**config.mk**
```make
export PLATFORM = sky130hd
export DESIGN_NAME = mcs51_logic_instruction_unit
export DESIGN_NICKNAME = d
export VERILOG_FILES = /design/src/mli_pkg.sv /design/src/mli_ram.sv /design/src/mli_ctrl.sv /design/src/mli_dp.sv /design/src/mcs51_logic_instruction_unit.sv
export SDC_FILE = /design/constraint.sdc
export NUM_CORES = 2
export LEC_CHECK = 0
export BUFFER_PORTS_ARGS = -buffer_cell sky130_fd_sc_hd__buf_2
export CELL_PAD_IN_SITES_DETAIL_PLACEMENT = 0
export CELL_PAD_IN_SITES_GLOBAL_PLACEMENT = 1
export CORE_AREA = 8 8 448 450
export DETAILED_ROUTE_END_ITERATION = 6
export DIE_AREA = 0 0 456 458
export PLACE_DENSITY = 0.74
export SLEW_MARGIN = 20
export SYNTH_ARGS = -nofsm -noshare
export SYNTH_HDL_FRONTEND = slang
export SYNTH_SLANG_ARGS = --single-unit
```
**constraint.sdc**
```tcl
create_clock -name clk -period 20.2 [get_ports clk]
set_clock_uncertainty 0.2 [all_clocks]
set_input_delay 2.02 -clock clk [delete_from_list [all_inputs] [get_ports clk]]
set_output_delay 2.02 -clock clk [all_outputs]
set_load 0.05 [all_outputs]
```
**src/mli_pkg.sv**
```systemverilog
package mli_pkg;

  // Action codes of one input word
  localparam logic [1:0] ACT_EXEC     = 2'd0;
  localparam logic [1:0] ACT_WR_STORE = 2'd1;
  localparam logic [1:0] ACT_WR_ACC   = 2'd2;
  localparam logic [1:0] ACT_RD_STORE = 2'd3;

  // High opcode nibble: operation
  localparam logic [3:0] OP_ORL = 4'h4;
  localparam logic [3:0] OP_ANL = 4'h5;
  localparam logic [3:0] OP_XRL = 4'h6;

  // Low opcode nibble: addressing mode
  localparam logic [3:0] MODE_DIR_A   = 4'h2;
  localparam logic [3:0] MODE_DIR_IMM = 4'h3;
  localparam logic [3:0] MODE_A_IMM   = 4'h4;
  localparam logic [3:0] MODE_A_DIR   = 4'h5;

  localparam int unsigned STORE_DEPTH = 256;
  localparam int unsigned DATA_W      = 8;

  // Controller to datapath commands
  typedef struct packed {
    logic cap;     // latch input word, read first operand
    logic rd_ptr;  // read at the pointer just fetched
    logic exe;     // compute, write back, present result
  } dp_cmd_t;

  // Datapath to controller status
  typedef struct packed {
    logic indirect;  // input word needs a pointer read
  } dp_sts_t;

  // Controller states
  typedef enum logic [2:0] {
    ST_IDLE = 3'b001,
    ST_PTR  = 3'b010,
    ST_EXE  = 3'b100
  } state_t;

  // Pick AND, OR or XOR from the high nibble
  function automatic logic [7:0] logic_op(input logic [3:0] sel,
                                          input logic [7:0] x,
                                          input logic [7:0] y);
    logic [7:0] res;
    if (sel == OP_ANL) res = x & y;
    else if (sel == OP_ORL) res = x | y;
    else res = x ^ y;
    return res;
  endfunction

  // True for an ANL, ORL or XRL form
  function automatic logic op_ok(input logic [7:0] opc);
    logic hi_ok;
    hi_ok = (opc[7:4] == OP_ORL) || (opc[7:4] == OP_ANL) || (opc[7:4] == OP_XRL);
    return hi_ok && (opc[3:1] != 3'b000);
  endfunction

endpackage

```
**src/mli_ram.sv**
```systemverilog
module mli_ram #(
  parameter int unsigned WIDTH = 8,
  parameter int unsigned DEPTH = 256
) (
  input  logic                     clk,
  input  logic                     we,
  input  logic [$clog2(DEPTH)-1:0] waddr,
  input  logic [WIDTH-1:0]         wdata,
  input  logic                     re,
  input  logic [$clog2(DEPTH)-1:0] raddr,
  output logic [WIDTH-1:0]         rdata
);

  logic [WIDTH-1:0] mem [DEPTH];
  logic [WIDTH-1:0] rdata_r;

  // Write port and registered read port
  always_ff @(posedge clk) begin
    if (we) begin
      mem[waddr] <= wdata;
    end
    if (re) begin
      rdata_r <= mem[raddr];
    end
  end

  assign rdata = rdata_r;

endmodule

```
**src/mli_ctrl.sv**
```systemverilog
module mli_ctrl (
  input  logic             clk,
  input  logic             rst_n,
  input  logic             start,
  input  mli_pkg::dp_sts_t sts,
  output mli_pkg::dp_cmd_t cmd,
  output logic             busy
);
  import mli_pkg::*;

  state_t state_r, state_nxt;

  // Sequence: accept, optional pointer read, execute
  always_comb begin
    state_nxt  = state_r;
    cmd        = '0;
    case (state_r)
      ST_IDLE: begin
        if (start) begin
          cmd.cap   = 1'b1;
          state_nxt = sts.indirect ? ST_PTR : ST_EXE;
        end
      end
      ST_PTR: begin
        cmd.rd_ptr = 1'b1;
        state_nxt  = ST_EXE;
      end
      ST_EXE: begin
        cmd.exe   = 1'b1;
        state_nxt = ST_IDLE;
      end
      default: begin
        state_nxt = ST_IDLE;
      end
    endcase
  end

  always_ff @(posedge clk) begin
    if (!rst_n) begin
      state_r <= ST_IDLE;
    end else begin
      state_r <= state_nxt;
    end
  end

  assign busy = (state_r != ST_IDLE);

endmodule

```
**src/mli_dp.sv**
```systemverilog
module mli_dp (
  input  logic             clk,
  input  logic             rst_n,
  input  mli_pkg::dp_cmd_t cmd,
  output mli_pkg::dp_sts_t sts,
  input  logic [1:0]       in_action,
  input  logic [7:0]       in_opcode,
  input  logic [7:0]       in_byte_one,
  input  logic [7:0]       in_byte_two,
  input  logic             bank_we,
  input  logic [1:0]       bank_wdata,
  output logic [1:0]       bank,
  output logic             out_valid,
  output logic [7:0]       out_result_value,
  output logic [7:0]       out_dest_address,
  output logic             out_dest_is_acc,
  output logic [1:0]       out_instr_length,
  output logic             out_bad_opcode
);
  import mli_pkg::*;

  logic [1:0] bank_r;
  logic [7:0] acc_r;
  logic [1:0] act_r;
  logic [7:0] op_r;
  logic [7:0] b1_r;
  logic [7:0] b2_r;

  logic [STORE_DEPTH-1:0] vld_r;
  logic                   rd_vld_r;
  logic [7:0]             ram_rdata;
  logic [7:0]             rd_eff;
  logic [7:0]             in_raddr;
  logic [7:0]             raddr;
  logic                   re;

  logic [7:0] val;
  logic [7:0] dest;
  logic       to_acc;
  logic [1:0] len;
  logic       bad;
  logic       st_we;
  logic       acc_we;
  logic [3:0] hi;
  logic [3:0] lo;

  logic       out_valid_r;
  logic [7:0] out_val_r;
  logic [7:0] out_dest_r;
  logic       out_acc_r;
  logic [1:0] out_len_r;
  logic       out_bad_r;

  // Never-written entries read as zero
  assign rd_eff = rd_vld_r ? ram_rdata : 8'h00;

  // First read address straight from the input word
  always_comb begin
    in_raddr     = in_byte_one;
    sts.indirect = 1'b0;
    if (in_action == ACT_EXEC) begin
      if (in_opcode[3]) begin
        in_raddr = {3'b000, bank_r, in_opcode[2:0]};
      end else if (in_opcode[3:1] == 3'b011) begin
        in_raddr     = {3'b000, bank_r, 2'b00, in_opcode[0]};
        sts.indirect = op_ok(in_opcode);
      end
    end
  end

  assign re    = cmd.cap | cmd.rd_ptr;
  assign raddr = cmd.rd_ptr ? rd_eff : in_raddr;

  mli_ram #(
    .WIDTH(DATA_W),
    .DEPTH(STORE_DEPTH)
  ) u_store (
    .clk  (clk),
    .we   (st_we),
    .waddr(b1_r),
    .wdata(val),
    .re   (re),
    .raddr(raddr),
    .rdata(ram_rdata)
  );

  // Track written entries alongside the store
  always_ff @(posedge clk) begin
    if (!rst_n) begin
      vld_r <= '0;
    end else if (st_we) begin
      vld_r[b1_r] <= 1'b1;
    end
  end

  always_ff @(posedge clk) begin
    if (re) begin
      rd_vld_r <= vld_r[raddr];
    end
  end

  // Hold the accepted word
  always_ff @(posedge clk) begin
    if (cmd.cap) begin
      act_r <= in_action;
      op_r  <= in_opcode;
      b1_r  <= in_byte_one;
      b2_r  <= in_byte_two;
    end
  end

  assign hi = op_r[7:4];
  assign lo = op_r[3:0];

  // Execute the held word
  always_comb begin
    val    = 8'h00;
    dest   = 8'h00;
    to_acc = 1'b0;
    len    = 2'd0;
    bad    = 1'b0;
    st_we  = 1'b0;
    acc_we = 1'b0;
    case (act_r)
      ACT_WR_STORE: begin
        st_we = cmd.exe;
        val   = b2_r;
        dest  = b1_r;
      end
      ACT_WR_ACC: begin
        acc_we = cmd.exe;
        val    = b2_r;
        to_acc = 1'b1;
      end
      ACT_RD_STORE: begin
        val = rd_eff;
      end
      ACT_EXEC: begin
        if (!op_ok(op_r)) begin
          bad = 1'b1;
        end else if (lo == MODE_DIR_A || lo == MODE_DIR_IMM) begin
          val   = logic_op(hi, rd_eff, (lo == MODE_DIR_A) ? acc_r : b2_r);
          st_we = cmd.exe;
          dest  = b1_r;
          len   = (lo == MODE_DIR_A) ? 2'd2 : 2'd3;
        end else begin
          val    = logic_op(hi, (lo == MODE_A_IMM) ? b1_r : rd_eff, acc_r);
          acc_we = cmd.exe;
          to_acc = 1'b1;
          len    = (lo == MODE_A_IMM || lo == MODE_A_DIR) ? 2'd2 : 2'd1;
        end
      end
      default: begin
        bad = 1'b0;
      end
    endcase
  end

  // Accumulator and bank register
  always_ff @(posedge clk) begin
    if (!rst_n) begin
      acc_r  <= 8'h00;
      bank_r <= 2'd0;
    end else begin
      if (acc_we) begin
        acc_r <= val;
      end
      if (bank_we) begin
        bank_r <= bank_wdata;
      end
    end
  end

  // Present the result word for one cycle
  always_ff @(posedge clk) begin
    if (!rst_n) begin
      out_valid_r <= 1'b0;
    end else begin
      out_valid_r <= cmd.exe;
    end
  end

  always_ff @(posedge clk) begin
    if (cmd.exe) begin
      out_val_r  <= val;
      out_dest_r <= dest;
      out_acc_r  <= to_acc;
      out_len_r  <= len;
      out_bad_r  <= bad;
    end
  end

  assign bank             = bank_r;
  assign out_valid        = out_valid_r;
  assign out_result_value = out_val_r;
  assign out_dest_address = out_dest_r;
  assign out_dest_is_acc  = out_acc_r;
  assign out_instr_length = out_len_r;
  assign out_bad_opcode   = out_bad_r;

endmodule

```
**src/mcs51_logic_instruction_unit.sv**
```systemverilog
// Channel   Handshake                          Payload
// input     start, busy (taken: start & !busy) in_action, in_opcode, in_byte_one, in_byte_two
// result    out_valid, one-cycle strobe        out_result_value, out_dest_address,
//                                              out_dest_is_acc, out_instr_length, out_bad_opcode
// config    psel, penable, pwrite, pready      paddr, pwdata, prdata (register_bank at 0)
//
// A word passes through accept and execute; an A,@Ri word also has a pointer state,
// since the pointer and then the operand each go through the store's registered read port.
// The result strobe follows in the cycle after the execute cycle; a new word may be
// taken in that same cycle. rst_n is synchronous; the store needs no clearing
// pass, per-entry written bits make it read as zero right after reset.
// The receiver cannot stall; results are never held.
module mcs51_logic_instruction_unit (
  input  logic        clk,
  input  logic        rst_n,
  input  logic        start,
  output logic        busy,
  input  logic [1:0]  in_action,
  input  logic [7:0]  in_opcode,
  input  logic [7:0]  in_byte_one,
  input  logic [7:0]  in_byte_two,
  output logic        out_valid,
  output logic [7:0]  out_result_value,
  output logic [7:0]  out_dest_address,
  output logic        out_dest_is_acc,
  output logic [1:0]  out_instr_length,
  output logic        out_bad_opcode,
  input  logic        psel,
  input  logic        penable,
  input  logic        pwrite,
  input  logic [2:0]  paddr,
  input  logic [31:0] pwdata,
  output logic [31:0] prdata,
  output logic        pready
);
  import mli_pkg::*;

  dp_cmd_t    cmd;
  dp_sts_t    sts;
  logic [1:0] bank;
  logic       bank_we;
  logic       reg_sel;

  // Register port: one register, decoded at byte addresses zero to three (paddr[2] low)
  assign pready  = 1'b1;
  assign reg_sel = (paddr[2] == 1'b0);
  assign bank_we = psel & penable & pwrite & reg_sel;
  assign prdata  = reg_sel ? {30'd0, bank} : 32'd0;

  mli_ctrl u_ctrl (
    .clk  (clk),
    .rst_n(rst_n),
    .start(start),
    .sts  (sts),
    .cmd  (cmd),
    .busy (busy)
  );

  mli_dp u_dp (
    .clk             (clk),
    .rst_n           (rst_n),
    .cmd             (cmd),
    .sts             (sts),
    .in_action       (in_action),
    .in_opcode       (in_opcode),
    .in_byte_one     (in_byte_one),
    .in_byte_two     (in_byte_two),
    .bank_we         (bank_we),
    .bank_wdata      (pwdata[1:0]),
    .bank            (bank),
    .out_valid       (out_valid),
    .out_result_value(out_result_value),
    .out_dest_address(out_dest_address),
    .out_dest_is_acc (out_dest_is_acc),
    .out_instr_length(out_instr_length),
    .out_bad_opcode  (out_bad_opcode)
  );

  // A result only follows a busy cycle
  a_out_after_busy: assert property (@(posedge clk) disable iff (!rst_n)
    out_valid |-> $past(busy))
    else $error("result strobe without a word in flight");

  // An accepted word makes the block busy
  a_accept_busy: assert property (@(posedge clk) disable iff (!rst_n)
    (start && !busy) |=> busy)
    else $error("accepted word did not start execution");

  // One strobe per word
  a_single_strobe: assert property (@(posedge clk) disable iff (!rst_n)
    out_valid |=> !out_valid)
    else $error("result strobe repeated");

  // A bad opcode writes nothing
  a_bad_quiet: assert property (@(posedge clk) disable iff (!rst_n)
    (out_valid && out_bad_opcode) |->
      (out_instr_length == 2'd0 && !out_dest_is_acc && out_dest_address == 8'h00))
    else $error("bad opcode reported a destination");

endmodule
```
Word-level counts from Yosys, hierarchy flattened

Memories as Yosys holds them, arrays and structs flattened. A register that Yosys moved wholly into a read port is not among the register bits.
Index checks and enable logic that the tools add are counted.

Mux-type cells: 47
Equal/unequal tests: 19
Reduce and logical (&&, ||, !) cells: 15
Bitwise gates (word level): 12
Order comparisons: 3

Operator list:

| operator             | number |
|---|---|
| $or A256 B256 Y256   | 1 |
| $mux W8              | 15 |
| $eq A4 B3 Y1 const B | 8 |
| $pmux W8 S3          | 1 |
| $mux W1              | 19 |
| $lt A8 B9 Y1 const B | 2 |
| $and A8 B8 Y8        | 2 |
| $or A8 B8 Y8         | 2 |
| $pmux W8 S2          | 1 |
| $xor A8 B8 Y8        | 2 |
| $bmux W1 S8          | 1 |
| $demux W1 S8         | 1 |
| $eq A4 B2 Y1 const B | 2 |
| $ge A8 B1 Y1 const B | 1 |
| $eq A3 B2 Y1 const B | 2 |
| $logic_or A1 B1 Y1   | 6 |
| $mux W2              | 3 |
| $mux W3              | 2 |
| $pmux W1 S2          | 3 |
| $pmux W3 S2          | 1 |
| $reduce_bool A3 Y1   | 2 |
| $eq A2 B2 Y1 const B | 2 |
| $logic_not A2 Y1     | 2 |
| $and A1 B1 Y1        | 3 |
| other kinds (10)     | 12 |

Bits in writable memories: 2048
Memories: 1
Output and inout port bits: 55
Input port bits: 67
Bits in registers: 317

Memory list:

| name             | depth | width | read ports | clocked after memory_dff | wr ports | RTL line      | RTL |
|---|---|---|---|---|---|---|---|
| u_dp.u_store.mem | 256   | 8     | 1          | 1                        | 1        | mli_ram.sv:14 | `logic [WIDTH-1:0] mem [DEPTH];` |

Logic depth before layout (Yosys ltp)

Depth in word-level cells: 10
Mapped depth: 17
Mapped depth without buffers: 15

By module

From an unflattened synthesis, not the netlist that was laid out.

Cell total of the unflattened synthesis: 5468
Area total of the unflattened synthesis: 94578.2 sq um

By module, submodules not included:

| module                       | cells each | area an instance (sq um) | times used |
|---|---|---|---|
| mli_ram                      | 3733       | 79636.4                  | 1 |
| mli_dp                       | 1683       | 14512.7                  | 1 |
| mcs51_logic_instruction_unit | 36         | 267.8                    | 1 |
| mli_ctrl                     | 16         | 161.4                    | 1 |

Worst setup path after synthesis

No wires, ideal clock.

Kind: reg2reg
Start: register u_dp.op_r[2]
End: register u_dp.out_val_r[3] (netlist: u_dp.out_result_value[3]) (data pin)
Slack: 5.022 ns
Period minus slack after synthesis: 15.178 ns
Cell stages (with the launch flop): 14
Path buffers: 2
Arrival: 12.774 ns
Data required time: 17.795 ns
Path through: edfxtp_1 > nand2b_1 > or2_2 > clkbuf_1 > clkbuf_1 > nor2_1 > mux2_2 > ha_1 > nand2_1 > a31oi_1 > nor2_1 > a31oi_1 > a22oi_1 > o21ai_0

Word-level cells in the longest chain between the ends: 8

Ends and longest elaborated chain:

| what                                                 | RTL line                                    | RTL |
|---|---|---|
| start, declared                                      | mli_dp.sv:25                                | `logic [7:0] op_r;` |
| start signal, assigned                               | mli_dp.sv:106                               | `op_r <= in_opcode;` |
| $eq A4 B3 Y1 / $eq A4 B2 Y1 (equally long branches)  | mli_dp.sv:147, mli_dp.sv:141, mli_dp.sv:142 |  |
| $mux W8, on equally long branches                    | mli_dp.sv:147, mli_dp.sv:142                |  |
| $xor A8 B8 Y8 / $or A8 B8 Y8 (equally long branches) | mli_pkg.sv:49, mli_pkg.sv:48                |  |
| $mux W8                                              | mli_pkg.sv:48                               | `else if (sel == OP_ORL) res = x \| y;` |
| $mux W8                                              | mli_pkg.sv:47                               | `if (sel == OP_ANL) res = x & y;` |
| $mux W8                                              | mli_dp.sv:141                               | `end else if (lo == MODE_DIR_A \|\| lo == MODE_DIR_IMM) begin` |
| $mux W8 (*)                                          | mli_dp.sv:139                               | `if (!op_ok(op_r)) begin` |
| $pmux W8 S3 (*)                                      | mli_dp.sv:124                               | `case (act_r)` |
| via u_dp.u_store.wdata[3]                            | mli_ram.sv:8                                | `input logic [WIDTH-1:0] wdata,` |
| end signal, assigned                                 | mli_dp.sv:185                               | `out_val_r <= val;` |
| end, declared                                        | mli_dp.sv:48                                | `logic [7:0] out_val_r;` |

The timed path passes the listed nets; every way through them passes the cells marked *.
A chain may end at the register's enable or synchronous reset.

Worst setup path after layout

Start: input port in_action[1]
End: register u_dp.u_store.rdata_r[4] (netlist: u_dp.u_store.rdata[4]) (read register of u_dp.u_store.mem) (data pin)

Word-level cells in the longest chain between the ends: 3

Ends and longest elaborated chain:

| what             | RTL line                           | RTL |
|---|---|---|
| start, declared  | mcs51_logic_instruction_unit.sv:18 | `input logic [1:0] in_action,` |
| $logic_not A2 Y1 | mli_dp.sv:61                       | `if (in_action == ACT_EXEC) begin` |
| $mux W8          | mli_dp.sv:61                       |  |
| $mux W8          | mli_dp.sv:72                       | `assign raddr = cmd.rd_ptr ? rd_eff : in_raddr;` |
| end, declared    | mli_ram.sv:15                      | `logic [WIDTH-1:0] rdata_r;` |

Every way passes these cells.

==> results.txt <==
Cell Pwr Density: 99.9 nW/µm²
Final ANT Viol Nets: 0
Vias: 62,900
Num CTS Buffers: 232
Max FO, Critical Path: 119
Filler cells: 15,800
Crit. End Element: flop
register area share after synthesis: 71.4%
Clk pin slew, worst setup/hold paths: 0.06 ns
gr usage total: 26.4%
cell count after synthesis: 7,601
Leakage: 36.0 nW
row count: 162
RePlAce Congestion: 0.844
synth top area cells: edfxtp_1 66%, nand2_1 7.5%, dfxtp_1 5.6%, nand3_1 4.4%, mux2i_1 2.3%
dpl cells: 9,812
largest net degree at the start of global routing: 209
reg2reg setup slack: 12.81 ns
postcts setup bufs: 0
DR pass1 iterations: 5
ys async rst share: 0%
maxcap violations: 0
Multi-input gate area: 24,700 µm²
CTS Hold Bufs: 0
Initial DRC Count: 7,441
minimum clock period: 8.38 ns
most common cell in the synthesized netlist: edfxtp_1
Commonest cells post-synth: 2,103 x edfxtp_1, 1,916 x nand2_1, 851 x nand3_1
layout net count: 7,608
Layout Cells excl Fill: 10,300
worst hold-check path type: flop to flop
drt drc: 0
Critical Path RT: 20.70 ns
CP Class: input pin to flop
CP arrival: 8.88 ns
Post-synth EDFFs: 2,103
layout cells sized above 1: 7.65%
grt ovf: 0
register area: 68,600 µm²
Clock Latency Late Sink: 0.87 ns
vias per inst: 6.13
Worst Setup Start Kind: input pin
Die H: 458 µm
final worst hold slack: 0.263 ns
run status: completed
Peak VDD IR: 87.9 µV
I/O pin count: 122
first-pass GRT wire length: 412,000 µm
setup_tns: 0 ns
post-cts resize count: 0
CTS Sinks: 2,373
worst-margin pin slew: 1.33 ns
Mean Syn Cell Area: 12.6 µm²
post-synth top area share: 65.8%
cell taking the most area after synthesis: edfxtp_1
f_max: 119 MHz
Initial Util: 49.6%
number of synthesized register bits: 2,373
initial antenna violation count: 12
Ys Warns: 0
unrepaired setup endpoints after global routing: false
WL final: 287,000 µm
vias in the first global route: 58,600
CTS tree: yes
Slew headroom: 11.5%
Netlist Area Pre-Place: 96,000 µm²
post-synth cell types: 72
IO Port Bufs: 58
H-tree levels: 4
Die Footprint: 209,000 µm²
DPL Wire Length: 163,000 µm
Final Hold Fails: 0
chip width: 456 µm
post-layout power: 10.6 mW
Clock Path Buffers: 3
ys flop type: edfxtp_1
Routed WL per cell: 28.0 µm
Final Util: 54.6%
Area growth syn-to-layout: 10.0%
Core Region: 194,000 µm²
Final setup viols: 0
Final Cycle Share: 41.5%
root buf cell: clkbuf_16
final max-slew violation count: 0
[power breakdown]
| group | switching (mW) | internal (mW) |
|---|---|---|
| sequential | 0.0117 | 5.43 |
| clock | 1.84 | 2.31 |
| combinational | 0.752 | 0.207 |
| total | 2.61 | 7.95 |
[layout by cell type (no fill, tap or decap), types with 42 or more instances in the layout]
cell type  Yosys  routed
a211oi_1     113     113
a21oi_1      122     122
a311oi_1     101     101
a31oi_1      161     159
and3_1        83      83
buf_2        238      57
buf_4        103     124
clkbuf_1     173      80
clkbuf_16      0     234
clkinv_1       0      42
dfxtp_1      270     270
edfxtp_1    2103    2103
inv_1         84      84
mux2i_1      219     219
nand2_1     1916    1910
nand3_1      851     843
nor2_1       304     295
o2111ai_1     71      71
o21a_1       259     259
o21ai_0       64      56
o221ai_1      44      44
[cell type report]
| class | count | share of cell area [%] |
|---|---|---|
| Multi-Input combinational cell | 4612 | 23.4 |
| Timing Repair Buffer | 202 | 1.54 |
| Clock inverter | 105 | 0.758 |
| Clock buffer | 336 | 6.11 |
| Tap cell | 2542 | 3.01 |
| Inverter | 84 | 0.298 |
| Antenna cell | 8 | 0.0189 |
| Sequential cell | 2373 | 64.9 |
[metrics by stage]
stage | setup WS [ns] | cell area (µm²)
finish | 11.82 | 106000
global placement | 11.18 | 98300
CTS | 11.97 | 106000
floorplan | 5.02 | 96100
global route | 11.55 | 106000
detailed placement | 11.06 | 98400
[registers in the layout, summed over array words and instances (netlist names), 2 cells and up]
name / cells
u_dp.out_instr_length: 2
u_dp.act_r: 2
u_dp.out_result_value: 8
u_dp.acc_r: 8
u_ctrl.state_r: 3
u_dp.op_r: 8
u_dp.b2_r: 8
u_dp.bank: 2
u_dp.out_dest_address: 8
u_dp.b1_r: 8
u_dp.vld_r: 256
u_dp.u_store.mem: 2048
u_dp.u_store.rdata: 8
[final timing paths]
path,cells past startpoint,startpoint,to
worst min-delay path,1,u_dp.vld_r[163],u_dp.vld_r[163]
worst max-delay path,16,in_action[1],u_dp.u_store.rdata[4]
worst min register to register,1,u_dp.vld_r[163],u_dp.vld_r[163]
worst max register to register,15,u_ctrl.state_r[0],u_dp.u_store.rdata[4]
[cells by family after synthesis]
group                    after synthesis  share of synthesized area [%]
flip-flops                          2373                           71.4
multiplexers                         230                           2.42
buffers and inverters                645                           3.36
AND/OR/NAND/NOR                     3242                           14.3
adder cells (fa/ha/maj)               36                          0.469
other                                  2                        0.00782
AO/OA/AOI/OAI                       1073                           8.10
[critical path: stages]
cell and delay [ns]:
buf_2 0.13, or2_1 0.32, o21ai_4 0.15, buf_4 0.47, a21o_4 0.55, buf_4 0.68
buf_4 0.72, buf_12 0.54, buf_4 0.68, a211oi_1 0.17, a311oi_1 0.34, o21ai_0 0.19
a32oi_1 0.62, mux2i_1 0.46, o2111a_1 0.38, a41oi_1 0.20
[per-layer routing]
metal	vias to the layer above	part of all wire, %	global-route usage (%)	routed length [µm]
met5	-	0.011	0	32
met4	6	4.1	10.2	11600
met3	538	9.6	5.48	27500
met2	3022	46	41.4	131000
met1	31700	41	36.5	116000
li1	27700	-	-	-
(Power assumes the default switching activity.)
